[src/rtl/mhc_pkg.sv]
// Shared types, constants and digit functions for the 3-D Morton/Hilbert converter.
// No dependencies; used by mhc_cell and morton_hilbert_3d_convert.
`default_nettype none

package mhc_pkg;

	localparam int CODE_W   = 30;
	localparam int DIGITS   = CODE_W / 3;
	localparam int LVL_W    = 4;
	localparam int CFG_IDX_W = 2;
	localparam int CFG_DATA_W = 4;

	// register indexes on the configuration port
	localparam logic [CFG_IDX_W-1:0] REG_DIRECTION = 2'd0;
	localparam logic [CFG_IDX_W-1:0] REG_LEVELS    = 2'd1;

	// packed lookup tables; the code and sign tables hold one nibble per entry
	localparam logic [31:0] MCODE_TABLE = 32'h20212021;
	localparam logic [8:0]  ROT_TABLE   = 9'h049;
	localparam logic [31:0] SIGN_TABLE  = 32'h53560300;

	typedef logic [CODE_W-1:0] code_t;

	// per-item traveling state along the cell chain
	typedef struct packed {
		logic       vld;
		code_t      code;
		logic [2:0] hd;
		logic [1:0] rot;
		logic [2:0] sgn;
	} mhc_lane_t;

	// static configuration seen by every cell
	typedef struct packed {
		logic             to_morton;
		logic [LVL_W-1:0] nlev;
	} mhc_cfg_t;

	function automatic logic [1:0] sel_of(input logic [2:0] hd);
		return MCODE_TABLE[{hd, 2'b00} +: 2];
	endfunction

	function automatic logic [2:0] sign_of(input logic [2:0] hd);
		return SIGN_TABLE[{hd, 2'b00} +: 3];
	endfunction

	function automatic logic [1:0] rot_of(input logic [2:0] amt);
		return ROT_TABLE[amt +: 2];
	endfunction

	// rotate a 3-bit digit right by r within 3 bits
	function automatic logic [2:0] rot3(input logic [2:0] d, input logic [1:0] r);
		logic [5:0] dd;
		dd = {d, d} >> r;
		return dd[2:0];
	endfunction

	// Hilbert to Morton pre-step: per triple b0 ^= b1, then b1 ^= b2
	function automatic code_t tri_pre(input code_t c);
		code_t r;
		r = c;
		for (int i = 0; i < DIGITS; i++) begin
			r[3*i]   = c[3*i] ^ c[3*i+1];
			r[3*i+1] = c[3*i+1] ^ c[3*i+2];
		end
		return r;
	endfunction

	// Morton to Hilbert post-step: per triple b1 ^= b2, then b0 ^= b1
	function automatic code_t tri_post(input code_t c);
		code_t r;
		r = c;
		for (int i = 0; i < DIGITS; i++) begin
			r[3*i+1] = c[3*i+1] ^ c[3*i+2];
			r[3*i]   = c[3*i] ^ c[3*i+1] ^ c[3*i+2];
		end
		return r;
	endfunction

endpackage

`default_nettype wire

[src/rtl/mhc_cell.sv]
// One level cell of the converter chain: updates rotation and sign, rewrites one digit.
// Depends on mhc_pkg.
`default_nettype none

module mhc_cell #(
	parameter int K = 0
) (
	input  wire                      clk,
	input  wire                      arst_n,
	input  wire mhc_pkg::mhc_cfg_t   cfg,
	input  wire mhc_pkg::mhc_lane_t  lane_in,
	output mhc_pkg::mhc_lane_t       lane_s1
);
	import mhc_pkg::*;

	logic             active;
	logic [LVL_W-1:0] j;
	logic [1:0]       sel;
	logic [2:0]       amt;
	logic [1:0]       rot_n;
	logic [5:0]       sgn6;
	logic [2:0]       sgn_n;
	logic [2:0]       d;
	logic [2:0]       nd;
	mhc_lane_t        nxt;

	// this cell handles digit nlev-2-K when that digit exists
	assign active = (LVL_W'(K + 1) < cfg.nlev);
	assign j      = cfg.nlev - LVL_W'(K + 2);

	// derive new rotation, sign and digit
	always_comb begin
		sel  = sel_of(lane_in.hd);
		amt  = cfg.to_morton ? (3'd4 - {1'b0, lane_in.rot} + {1'b0, sel})
		                     : (3'd4 - {1'b0, lane_in.rot} - {1'b0, sel});
		rot_n = rot_of(amt);
		sgn6  = {lane_in.sgn, lane_in.sgn} >> sel;
		sgn_n = sgn6[2:0] ^ sign_of(lane_in.hd);
		d = 3'd0;
		for (int i = 0; i < DIGITS; i++) begin
			if (LVL_W'(i) == j) begin
				d = lane_in.code[3*i +: 3];
			end
		end
		nd = cfg.to_morton ? rot3(d ^ sgn_n, rot_n) : (rot3(d, rot_n) ^ sgn_n);
		nxt = lane_in;
		if (active) begin
			nxt.rot = rot_n;
			nxt.sgn = sgn_n;
			nxt.hd  = cfg.to_morton ? d : nd;
			for (int i = 0; i < DIGITS; i++) begin
				if (LVL_W'(i) == j) begin
					nxt.code[3*i +: 3] = nd;
				end
			end
		end
	end

	// advance valid and payload
	always_ff @(posedge clk or negedge arst_n) begin
		if (!arst_n) begin
			lane_s1 <= '0;
		end else begin
			lane_s1 <= nxt;
		end
	end

endmodule

`default_nettype wire

[src/rtl/morton_hilbert_3d_convert.sv]
// Each accepted item passes the input stage, the level cells and the output stage before done pulses.
// Throughput: one item per cycle while busy is low; one input stage, MAX_LEVELS-1 level cells, one output stage.
// Reset: arst_n clears valid bits and loads direction 0, levels 10; busy stays high and
// cfg_ready low for the first cycle after reset. The receiver cannot stall; done is a strobe.
// Depends on mhc_pkg and mhc_cell.
`default_nettype none

module morton_hilbert_3d_convert #(
	parameter int MAX_LEVELS = 10
) (
	input  wire                                 clk,
	input  wire                                 arst_n,
	input  wire                                 start,
	output logic                                busy,
	input  wire  [mhc_pkg::CODE_W-1:0]          code_in,
	output logic                                done,
	output logic [mhc_pkg::CODE_W-1:0]          code_out,
	input  wire                                 cfg_valid,
	output logic                                cfg_ready,
	input  wire  [mhc_pkg::CFG_IDX_W-1:0]       cfg_index,
	input  wire  [mhc_pkg::CFG_DATA_W-1:0]      cfg_data
);
	import mhc_pkg::*;

	localparam int NCELL = MAX_LEVELS - 1;

	logic             busy_q;
	logic             direction_q;
	logic [LVL_W-1:0] levels_q;
	mhc_cfg_t         cfg;
	code_t            pre_code;
	logic [LVL_W-1:0] top_j;
	logic [2:0]       top_d;
	mhc_lane_t        in_s1;
	mhc_lane_t        lane [NCELL+1];
	logic             done_q;
	code_t            code_out_q;

	// hold off items and writes out of reset until the first clock edge clears busy
	always_ff @(posedge clk or negedge arst_n) begin
		if (!arst_n) begin
			busy_q <= 1'b1;
		end else begin
			busy_q <= 1'b0;
		end
	end

	assign busy      = busy_q;
	assign cfg_ready = !busy_q;

	// configuration registers
	always_ff @(posedge clk or negedge arst_n) begin
		if (!arst_n) begin
			direction_q <= 1'b0;
			levels_q    <= LVL_W'(10);
		end else if (cfg_valid && cfg_ready) begin
			case (cfg_index)
				REG_DIRECTION: direction_q <= cfg_data[0];
				REG_LEVELS:    levels_q    <= cfg_data[LVL_W-1:0];
				default:       ;
			endcase
		end
	end

	// clamp level count to the chain length
	always_comb begin
		cfg.to_morton = direction_q;
		cfg.nlev      = (levels_q > LVL_W'(MAX_LEVELS)) ? LVL_W'(MAX_LEVELS) : levels_q;
	end

	// input stage: pre-step (to-Morton direction only) and top digit
	always_comb begin
		pre_code = direction_q ? tri_pre(code_in) : code_in;
		top_j    = cfg.nlev - LVL_W'(1);
		top_d    = 3'd0;
		for (int i = 0; i < DIGITS; i++) begin
			if (LVL_W'(i) == top_j) begin
				top_d = pre_code[3*i +: 3];
			end
		end
	end

	// register the item entering the chain
	always_ff @(posedge clk or negedge arst_n) begin
		if (!arst_n) begin
			in_s1 <= '0;
		end else begin
			in_s1.vld  <= start && !busy_q;
			in_s1.code <= pre_code;
			in_s1.hd   <= top_d;
			in_s1.rot  <= 2'd0;
			in_s1.sgn  <= 3'd0;
		end
	end

	assign lane[0] = in_s1;

	// chain of level cells
	for (genvar k = 0; k < NCELL; k++) begin : g_cell
		mhc_cell #(.K(k)) u_cell (
			.clk     (clk),
			.arst_n  (arst_n),
			.cfg     (cfg),
			.lane_in (lane[k]),
			.lane_s1 (lane[k+1])
		);
	end

	// output stage: post-step (to-Hilbert direction only) and strobe
	always_ff @(posedge clk or negedge arst_n) begin
		if (!arst_n) begin
			done_q <= 1'b0;
		end else begin
			done_q <= lane[NCELL].vld;
		end
	end

	always_ff @(posedge clk) begin
		code_out_q <= direction_q ? lane[NCELL].code : tri_post(lane[NCELL].code);
	end

	assign done     = done_q;
	assign code_out = code_out_q;

	// every accepted item comes out as a done strobe at the end of the pipeline
	a_latency: assert property (@(posedge clk) disable iff (!arst_n)
		(start && !busy) |-> ##(MAX_LEVELS+1) done)
		else $error("item accepted but no result after pipeline latency");

	// no result without an item accepted at the matching edge
	a_no_spurious: assert property (@(posedge clk) disable iff (!arst_n)
		!(start && !busy) |-> ##(MAX_LEVELS+1) !done)
		else $error("result strobe without a matching item");

	// configuration is not accepted while busy after reset
	a_cfg_hold: assert property (@(posedge clk) disable iff (!arst_n)
		busy |=> $stable(direction_q) && $stable(levels_q))
		else $error("configuration changed while busy");

endmodule

`default_nettype wire
[config.mk]
export PLATFORM = sky130hd
export DESIGN_NAME = morton_hilbert_3d_convert
export DESIGN_NICKNAME = d
export VERILOG_FILES = /design/src/rtl/mhc_pkg.sv /design/src/rtl/mhc_cell.sv /design/src/rtl/morton_hilbert_3d_convert.sv
export SDC_FILE = /design/constraint.sdc
export NUM_CORES = 1
export LEC_CHECK = 0
export ABC_CLOCK_PERIOD_IN_PS = 7000
export BUFFER_PORTS_ARGS = -buffer_cell sky130_fd_sc_hd__buf_2
export CAP_MARGIN = 0
export CORE_ASPECT_RATIO = 1.2
export CORE_MARGIN = 5
export CORE_UTILIZATION = 60
export CTS_CLUSTER_DIAMETER = 150
export DETAILED_ROUTE_END_ITERATION = 6
export HOLD_SLACK_MARGIN = 0.02
export PLACE_DENSITY = 0.79
export SYNTH_ARGS = -nofsm -noshare
export SYNTH_HDL_FRONTEND = slang
export SYNTH_SLANG_ARGS = --single-unit
[constraint.sdc]
create_clock -name clk -period 7 [get_ports clk]
set_clock_uncertainty 0.15 [all_clocks]
set_input_delay 2.1 -clock clk [delete_from_list [all_inputs] [get_ports clk]]
set_output_delay 2.1 -clock clk [all_outputs]
set_load 0.05 [all_outputs]
==> results.yml, run 1 <==
outcome:
  status: "completed"
synthesis:
  async_reset_ff_share_pct: 92.8
  synthTopCellsByCount: "381 x dfrtp_1, 286 x nand2_1, 164 x clkbuf_1"
  synth_edf_count: 0
  synthCells: 2185
  yosysMostFrequentCell: "dfrtp_1"
  yosys.area.top_type: "dfrtp_1"
  synth_flop_cell: "dfrtp_1"
  synth_nets: 2276
  synth_top_area_share_pct: 44.8
  synth_area_leaders: "dfrtp_1 45%, nand2_1 5.0%, xnor2_1 3.9%"
  ys_ff_latch: 414
  ys_seq_area_share_pct: 47.9
  netlist_area_um2: 21300
  synth.yosys.warnings: 0
  ys_types: 109
  avgSynthCellArea_um2: 9.75
setup_path:
  critPathCaptureType: "flop"
  critPathLaunchType: "flop"
  worstPathRequired_ns: 7.26
  cp_max_fo: 12
  worst-setup-path-type: "flop to flop"
  crit_arrival_ns: 5.23
route:
  via_per_inst: 6.24
  ant_nets: 0
  via_count: 16200
  drt_pass1_iterations: 7
  dr.first_iter.drc_count: 1636
  drc_errors: 0
  routed_wl_um: 58700
  wl_per_cell_um: 22.6
global_routing:
  grt_pass1_vias: 16400
  overflow: 0
  grt_use_total_pct: 29.4
  grt_pass1_wl_um: 91000
  grt_max_degree: 127
  antenna_found_initial: 1
sta:
  finalMaxSlewViolations: 0
  max-slew-margin-rel_pct: 14.5
  grt_setup_unrepaired: "no"
  holdWs_ns: 0.186
  min_period_ns: 4.96
  worstMarginPinSlew_ns: 1.28
  fmax_ghz: 0.201
  fin_crit_sh_pct: 70.9
  report.final.setup_viol: 0
  setup_ws_ns: 2.04
  hold_viol_final: 0
  fin_setup_tns_ns: 0
floorplan:
  dieWidth_um: 182
  die_y_um: 216
  pin_count: 73
  start_util_pct: 60.9
  core_um2: 35000
  num_rows: 75
  die_area_um2: 39400
finish:
  seqCellArea_um2: 10200
  utilization_pct: 65.7
  area_growth_pct: 7.94
  multi_input_area_um2: 9820
  diodes: 0
  final_nets: 2188
  final.fill_count: 2668
  drive_above_1_share_pct: 13.8
cts:
  cts-htree-levels: 2
  post_cts_buffers: 0
  clock_sinks: 414
  clockRootBuffer: "clkbuf_16"
  holdBufCountCts: 0
  postCtsResizedCells: 0
  ctsLongestPathBuffers: 3
  clock_latency_ns: 0.58
  path_clk_slew_ns: 0.07
  cts_tree: "built"
  cts_buffers: 42
place:
  portBuffers: 72
  place_ws_ns: 2.13
  dpl.hpwl_um: 42300
  routabilityCongestion: 0.975
flow_run:
  timing.max_cap.violations: 0
min_path:
  hp-class: "flop to flop"
## sequential cells by signal (all words and copies together), names as in the netlist
name	count
busy	1
code_out	30
direction_q	1
done	1
g_cell.u_cell.lane_s1	343
in_s1	34
levels_q	4
## critical path: stages, from the launching register on
cell and delay, ns:
dfstp_2 0.54, nand2b_1 0.48, inv_2 0.28, ha_1 0.42
nor3b_4 0.33, a21boi_2 0.23, a21oi_1 0.06, a31oi_1 0.64
nand2_1 0.37, o221ai_1 0.32, xnor2_1 0.13, o22ai_1 0.64
o21ai_0 0.21
## worst paths after layout
path                       cells past startpoint  slack (ns)                         start                            to
setup / recovery                              12        2.04                   levels_q[3]  g_cell[4].u_cell.lane_s1[34]
hold / removal                                 0        0.19  g_cell[7].u_cell.lane_s1[24]  g_cell[8].u_cell.lane_s1[24]
setup reg to reg                              12        2.04                   levels_q[3]  g_cell[4].u_cell.lane_s1[34]
hold reg to reg                                0        0.19  g_cell[7].u_cell.lane_s1[24]  g_cell[8].u_cell.lane_s1[24]
max in group asynchronous                      2        3.84                        arst_n  g_cell[3].u_cell.lane_s1[25]
min in group asynchronous                      1        1.44                        arst_n   g_cell[2].u_cell.lane_s1[7]
## layer usage
layer  routed length, µm  share of wire (%)  track usage (%)  vias up
li1                    -                  -                -     7302
met5                  11              0.019                0        -
met4                4430                7.5             19.0        2
met2               29500                 50             51.1      773
met3                3930                6.7             4.96      253
met1               20900                 36             33.4     7850
## final cells by class
class,count,share of cell area [%]
Sequential cell,414,44.4
Multi-Input combinational cell,1476,42.7
Tap cell,462,2.51
Clock inverter,30,1.95
Inverter,69,1.13
Clock buffer,48,4.84
Timing Repair Buffer,94,2.44
## layout by cell type (no fill, tap or decap), drive strengths merged, types with 19 or more instances in the layout
cell type,instances
dfrtp,381
nand2,287
o21ai,194
nor2,162
a21oi,99
xnor2,95
buf,94
mux2i,79
inv,71
xor2,52
mux2,50
clkbuf,48
ha,43
nand3,36
dfxtp,30
nand2b,28
a211oi,25
nor2b,22
o22ai,20
a31oi,19
## cell families (layout without fill, tap and decap cells)
family,after synthesis,count (layout),share of synthesized area [%]
flops,414,414,47.9
compound gates,510,510,15.9
simple gates,634,634,13.9
mux,133,133,6.94
fa+ha+maj,51,51,3.28
buf+inv,295,241,5.98
other cells,1,1,0.0176
xor+xnor,147,147,6.08
## metrics by stage
stage / cell area, µm² / instances
final: 23000 / 2593
after floorplan: 21300 / 2185
after global routing: 23000 / 2593
after global placement: 21400 / 2515
after detailed placement: 21400 / 2515
after CTS: 23000 / 2593
Power of run 1 is left out: the tool's default activity adds up to more than one toggle a clock period on the data nets, which glitch-free logic cannot reach.
==> run 2, diff against run 1 <==
--- a/config.mk
+++ b/config.mk
@@ -5,12 +5,13 @@
 export SDC_FILE = /design/constraint.sdc
 export NUM_CORES = 1
 export LEC_CHECK = 0
-export ABC_CLOCK_PERIOD_IN_PS = 7000
+export ABC_AREA = 1
+export ABC_CLOCK_PERIOD_IN_PS = 4090
 export BUFFER_PORTS_ARGS = -buffer_cell sky130_fd_sc_hd__buf_2
 export CAP_MARGIN = 0
 export CORE_ASPECT_RATIO = 1.2
 export CORE_MARGIN = 5
-export CORE_UTILIZATION = 60
+export CORE_UTILIZATION = 57
 export CTS_CLUSTER_DIAMETER = 150
 export DETAILED_ROUTE_END_ITERATION = 6
 export HOLD_SLACK_MARGIN = 0.02
==> constraint.sdc (replaced) <==
create_clock -name clk -period 4.09 [get_ports clk]
set_clock_uncertainty 0.15 [all_clocks]
set_input_delay 1.227 -clock clk [delete_from_list [all_inputs] [get_ports clk]]
set_output_delay 1.227 -clock clk [all_outputs]
set_load 0.05 [all_outputs]
==> results.yml, run 2 <==
setup_path:
  critPathCaptureType: "flop"
  worstPathRequired_ns: 4.37
  regToRegStartpoint: "levels_q[3]"
  r2r_cells: 22
  crit_end: "g_cell[4].u_cell.lane_s1[32]"
  crit_arrival_ns: 4.15
  cp_max_fo: 18
  r2r_end: "g_cell[4].u_cell.lane_s1[32]"
  critPathLaunchType: "flop"
  crit_path_start: "levels_q[3]"
  rrSetupSlack_ns: 0.22
  worst-setup-path-type: "flop to flop"
global_routing:
  overflow: 0
  grt_use_total_pct: 28.3
  grt_pass1_wl_um: 90800
  grt_max_degree: 93
  grt_pass1_vias: 17700
  antenna_found_initial: 0
cts:
  path_clk_slew_ns: 0.06
  holdBufCountCts: 0
  cts-htree-levels: 2
  ctsLongestPathBuffers: 3
  clock_latency_ns: 0.55
  clock_sinks: 414
  cts_buffers: 41
  cts_tree: "built"
  clockRootBuffer: "clkbuf_16"
route:
  ant_nets: 0
  drc_errors: 15
  via_count: 17800
  drt_pass1_iterations: 7
  wl_per_cell_um: 18.1
  via_per_inst: 5.63
  dr.first_iter.drc_count: 1543
  routed_wl_um: 57300
finish:
  final_area_um2: 23200
  area_growth_pct: 10.4
  mostFrequentLayoutCell: "nand2_1"
  final_nets: 2756
  diodes: 0
  largest_register_ffs: 343
  top_register: "g_cell.u_cell.lane_s1"
  drive_above_1_share_pct: 11.2
  mostFrequentLayoutCells: "837 x nand2_1, 380 x dfrtp_1, 324 x nand3_1"
floorplan:
  start_util_pct: 57.3
  pin_count: 73
  die_y_um: 220
  num_rows: 77
  core_um2: 36600
  dieWidth_um: 185
  die_area_um2: 40800
outcome:
  violations: "design-rule violations"
  status: "finished, violations left"
place:
  dpl-instance-area_um2: 21600
  dpl.hpwl_um: 43000
  place_ws_ns: 0.0377
  portBuffers: 72
  routabilityCongestion: 1.00
synthesis:
  ys_seq_area_share_pct: 48.7
  synth_flop_cell: "dfrtp_1"
  synthTopCellsByCount: "837 x nand2_1, 381 x dfrtp_1, 325 x nand3_1"
  yosys.area.top_type: "dfrtp_1"
  synth_nets: 2763
  ys_types: 49
  ys_ff_latch: 414
  netlist_area_um2: 21000
  synth_top_area_share_pct: 45.4
  synth_area_leaders: "dfrtp_1 45%, nand2_1 15%, nand3_1 7.8%"
  synth_edf_count: 0
  yosysMostFrequentCell: "nand2_1"
  synth.yosys.warnings: 0
  avgSynthCellArea_um2: 7.85
  synthCells: 2672
  async_reset_ff_share_pct: 92.8
sta:
  fin_crit_sh_pct: 94.7
  fin_setup_tns_ns: 0
  worstMarginPinSlew_ns: 1.15
  hold_viol_final: 0
  fmax_ghz: 0.258
  finalMaxSlewViolations: 0
  report.final.setup_viol: 0
  setup_ws_ns: 0.217
  max-slew-margin-rel_pct: 23.0
  min_period_ns: 3.87
flow_run:
  timing.max_cap.violations: 0
min_path:
  hp-class: "flop to flop"
## run 2: logic make-up after synthesis
logic type               Yosys count  share of synthesized area [%]
flip-flops                       414                           48.7
other                              1                         0.0179
adder cells (fa/ha/maj)           51                           3.33
AND/OR/NAND/NOR                 1397                           28.9
AO/OA/AOI/OAI                    282                           7.88
buffers and inverters            462                           8.50
XOR/XNOR                          65                           2.71
## run 2: repair_timing
item / 4_1_cts / 5_1_grt
pin swaps: 0 / 2
buffers inserted: 0 / 4
endpoints found under the setup margin: 4 / 121
resized for setup: 1 / 13
## run 2: cell type report
| cell class | instances | area (µm²) |
|---|---|---|
| repair buffers | 118 | 778 |
| fillers | 3061 | 13500 |
| clock buffers | 55 | 1190 |
| inverters | 294 | 1110 |
| flip-flops and latches | 414 | 10200 |
| clock inverters | 20 | 243 |
| well taps | 474 | 593 |
| multi-input cells | 1796 | 9020 |
## run 2: how the worst min path moves through the flow
stage                                       from                      endpoint  slack, ns  cells past startpoint
finish              g_cell[0].u_cell.lane_s1[37]  g_cell[1].u_cell.lane_s1[37]       0.19                      0
global route        g_cell[7].u_cell.lane_s1[23]  g_cell[8].u_cell.lane_s1[23]       0.20                      0
CTS                 g_cell[0].u_cell.lane_s1[37]  g_cell[1].u_cell.lane_s1[37]       0.19                      0
detailed placement  g_cell[0].u_cell.lane_s1[37]  g_cell[1].u_cell.lane_s1[37]       0.18                      0
global placement    g_cell[3].u_cell.lane_s1[38]  g_cell[4].u_cell.lane_s1[38]       0.18                      0
floorplan           g_cell[8].u_cell.lane_s1[38]                          done       0.18                      0
## run 2: worst max-delay path: stages, from the launching register on
cell and delay (ns):
dfstp_4 0.78, inv_4 0.06, nand2_2 0.13, inv_1 0.11, ha_1 0.25, nand2_1 0.08
inv_1 0.05, nor2_2 0.21, inv_1 0.13, nor2_2 0.31, nand3_1 0.12, nand3_1 0.16
o21bai_1 0.12, nand4_1 0.09, nand2_1 0.14, nand3_1 0.13, nand3_1 0.09, nand2_1 0.08
nand2_1 0.05, nand3_1 0.18, nand2_1 0.18, nand2_1 0.09, nand2_1 0.05
## run 2: per-layer routing
layer / share of wire, % / track usage, %
met2: 50 / 49.8
met4: 7.2 / 17.5
met1: 36 / 32.2
met5: 0 / 0
met3: 6.3 / 4.59
## run 2: metrics by stage
step                util (%)  std cells  hold slack [ns]
floorplan                  -       2672            0.181
global placement        59.1       3092            0.182
detailed placement      59.1       3092            0.185
CTS                     63.1       3167            0.195
global route            63.2       3171            0.200
finish                  63.2       3171            0.194
Power of run 2 is left out for the same reason.
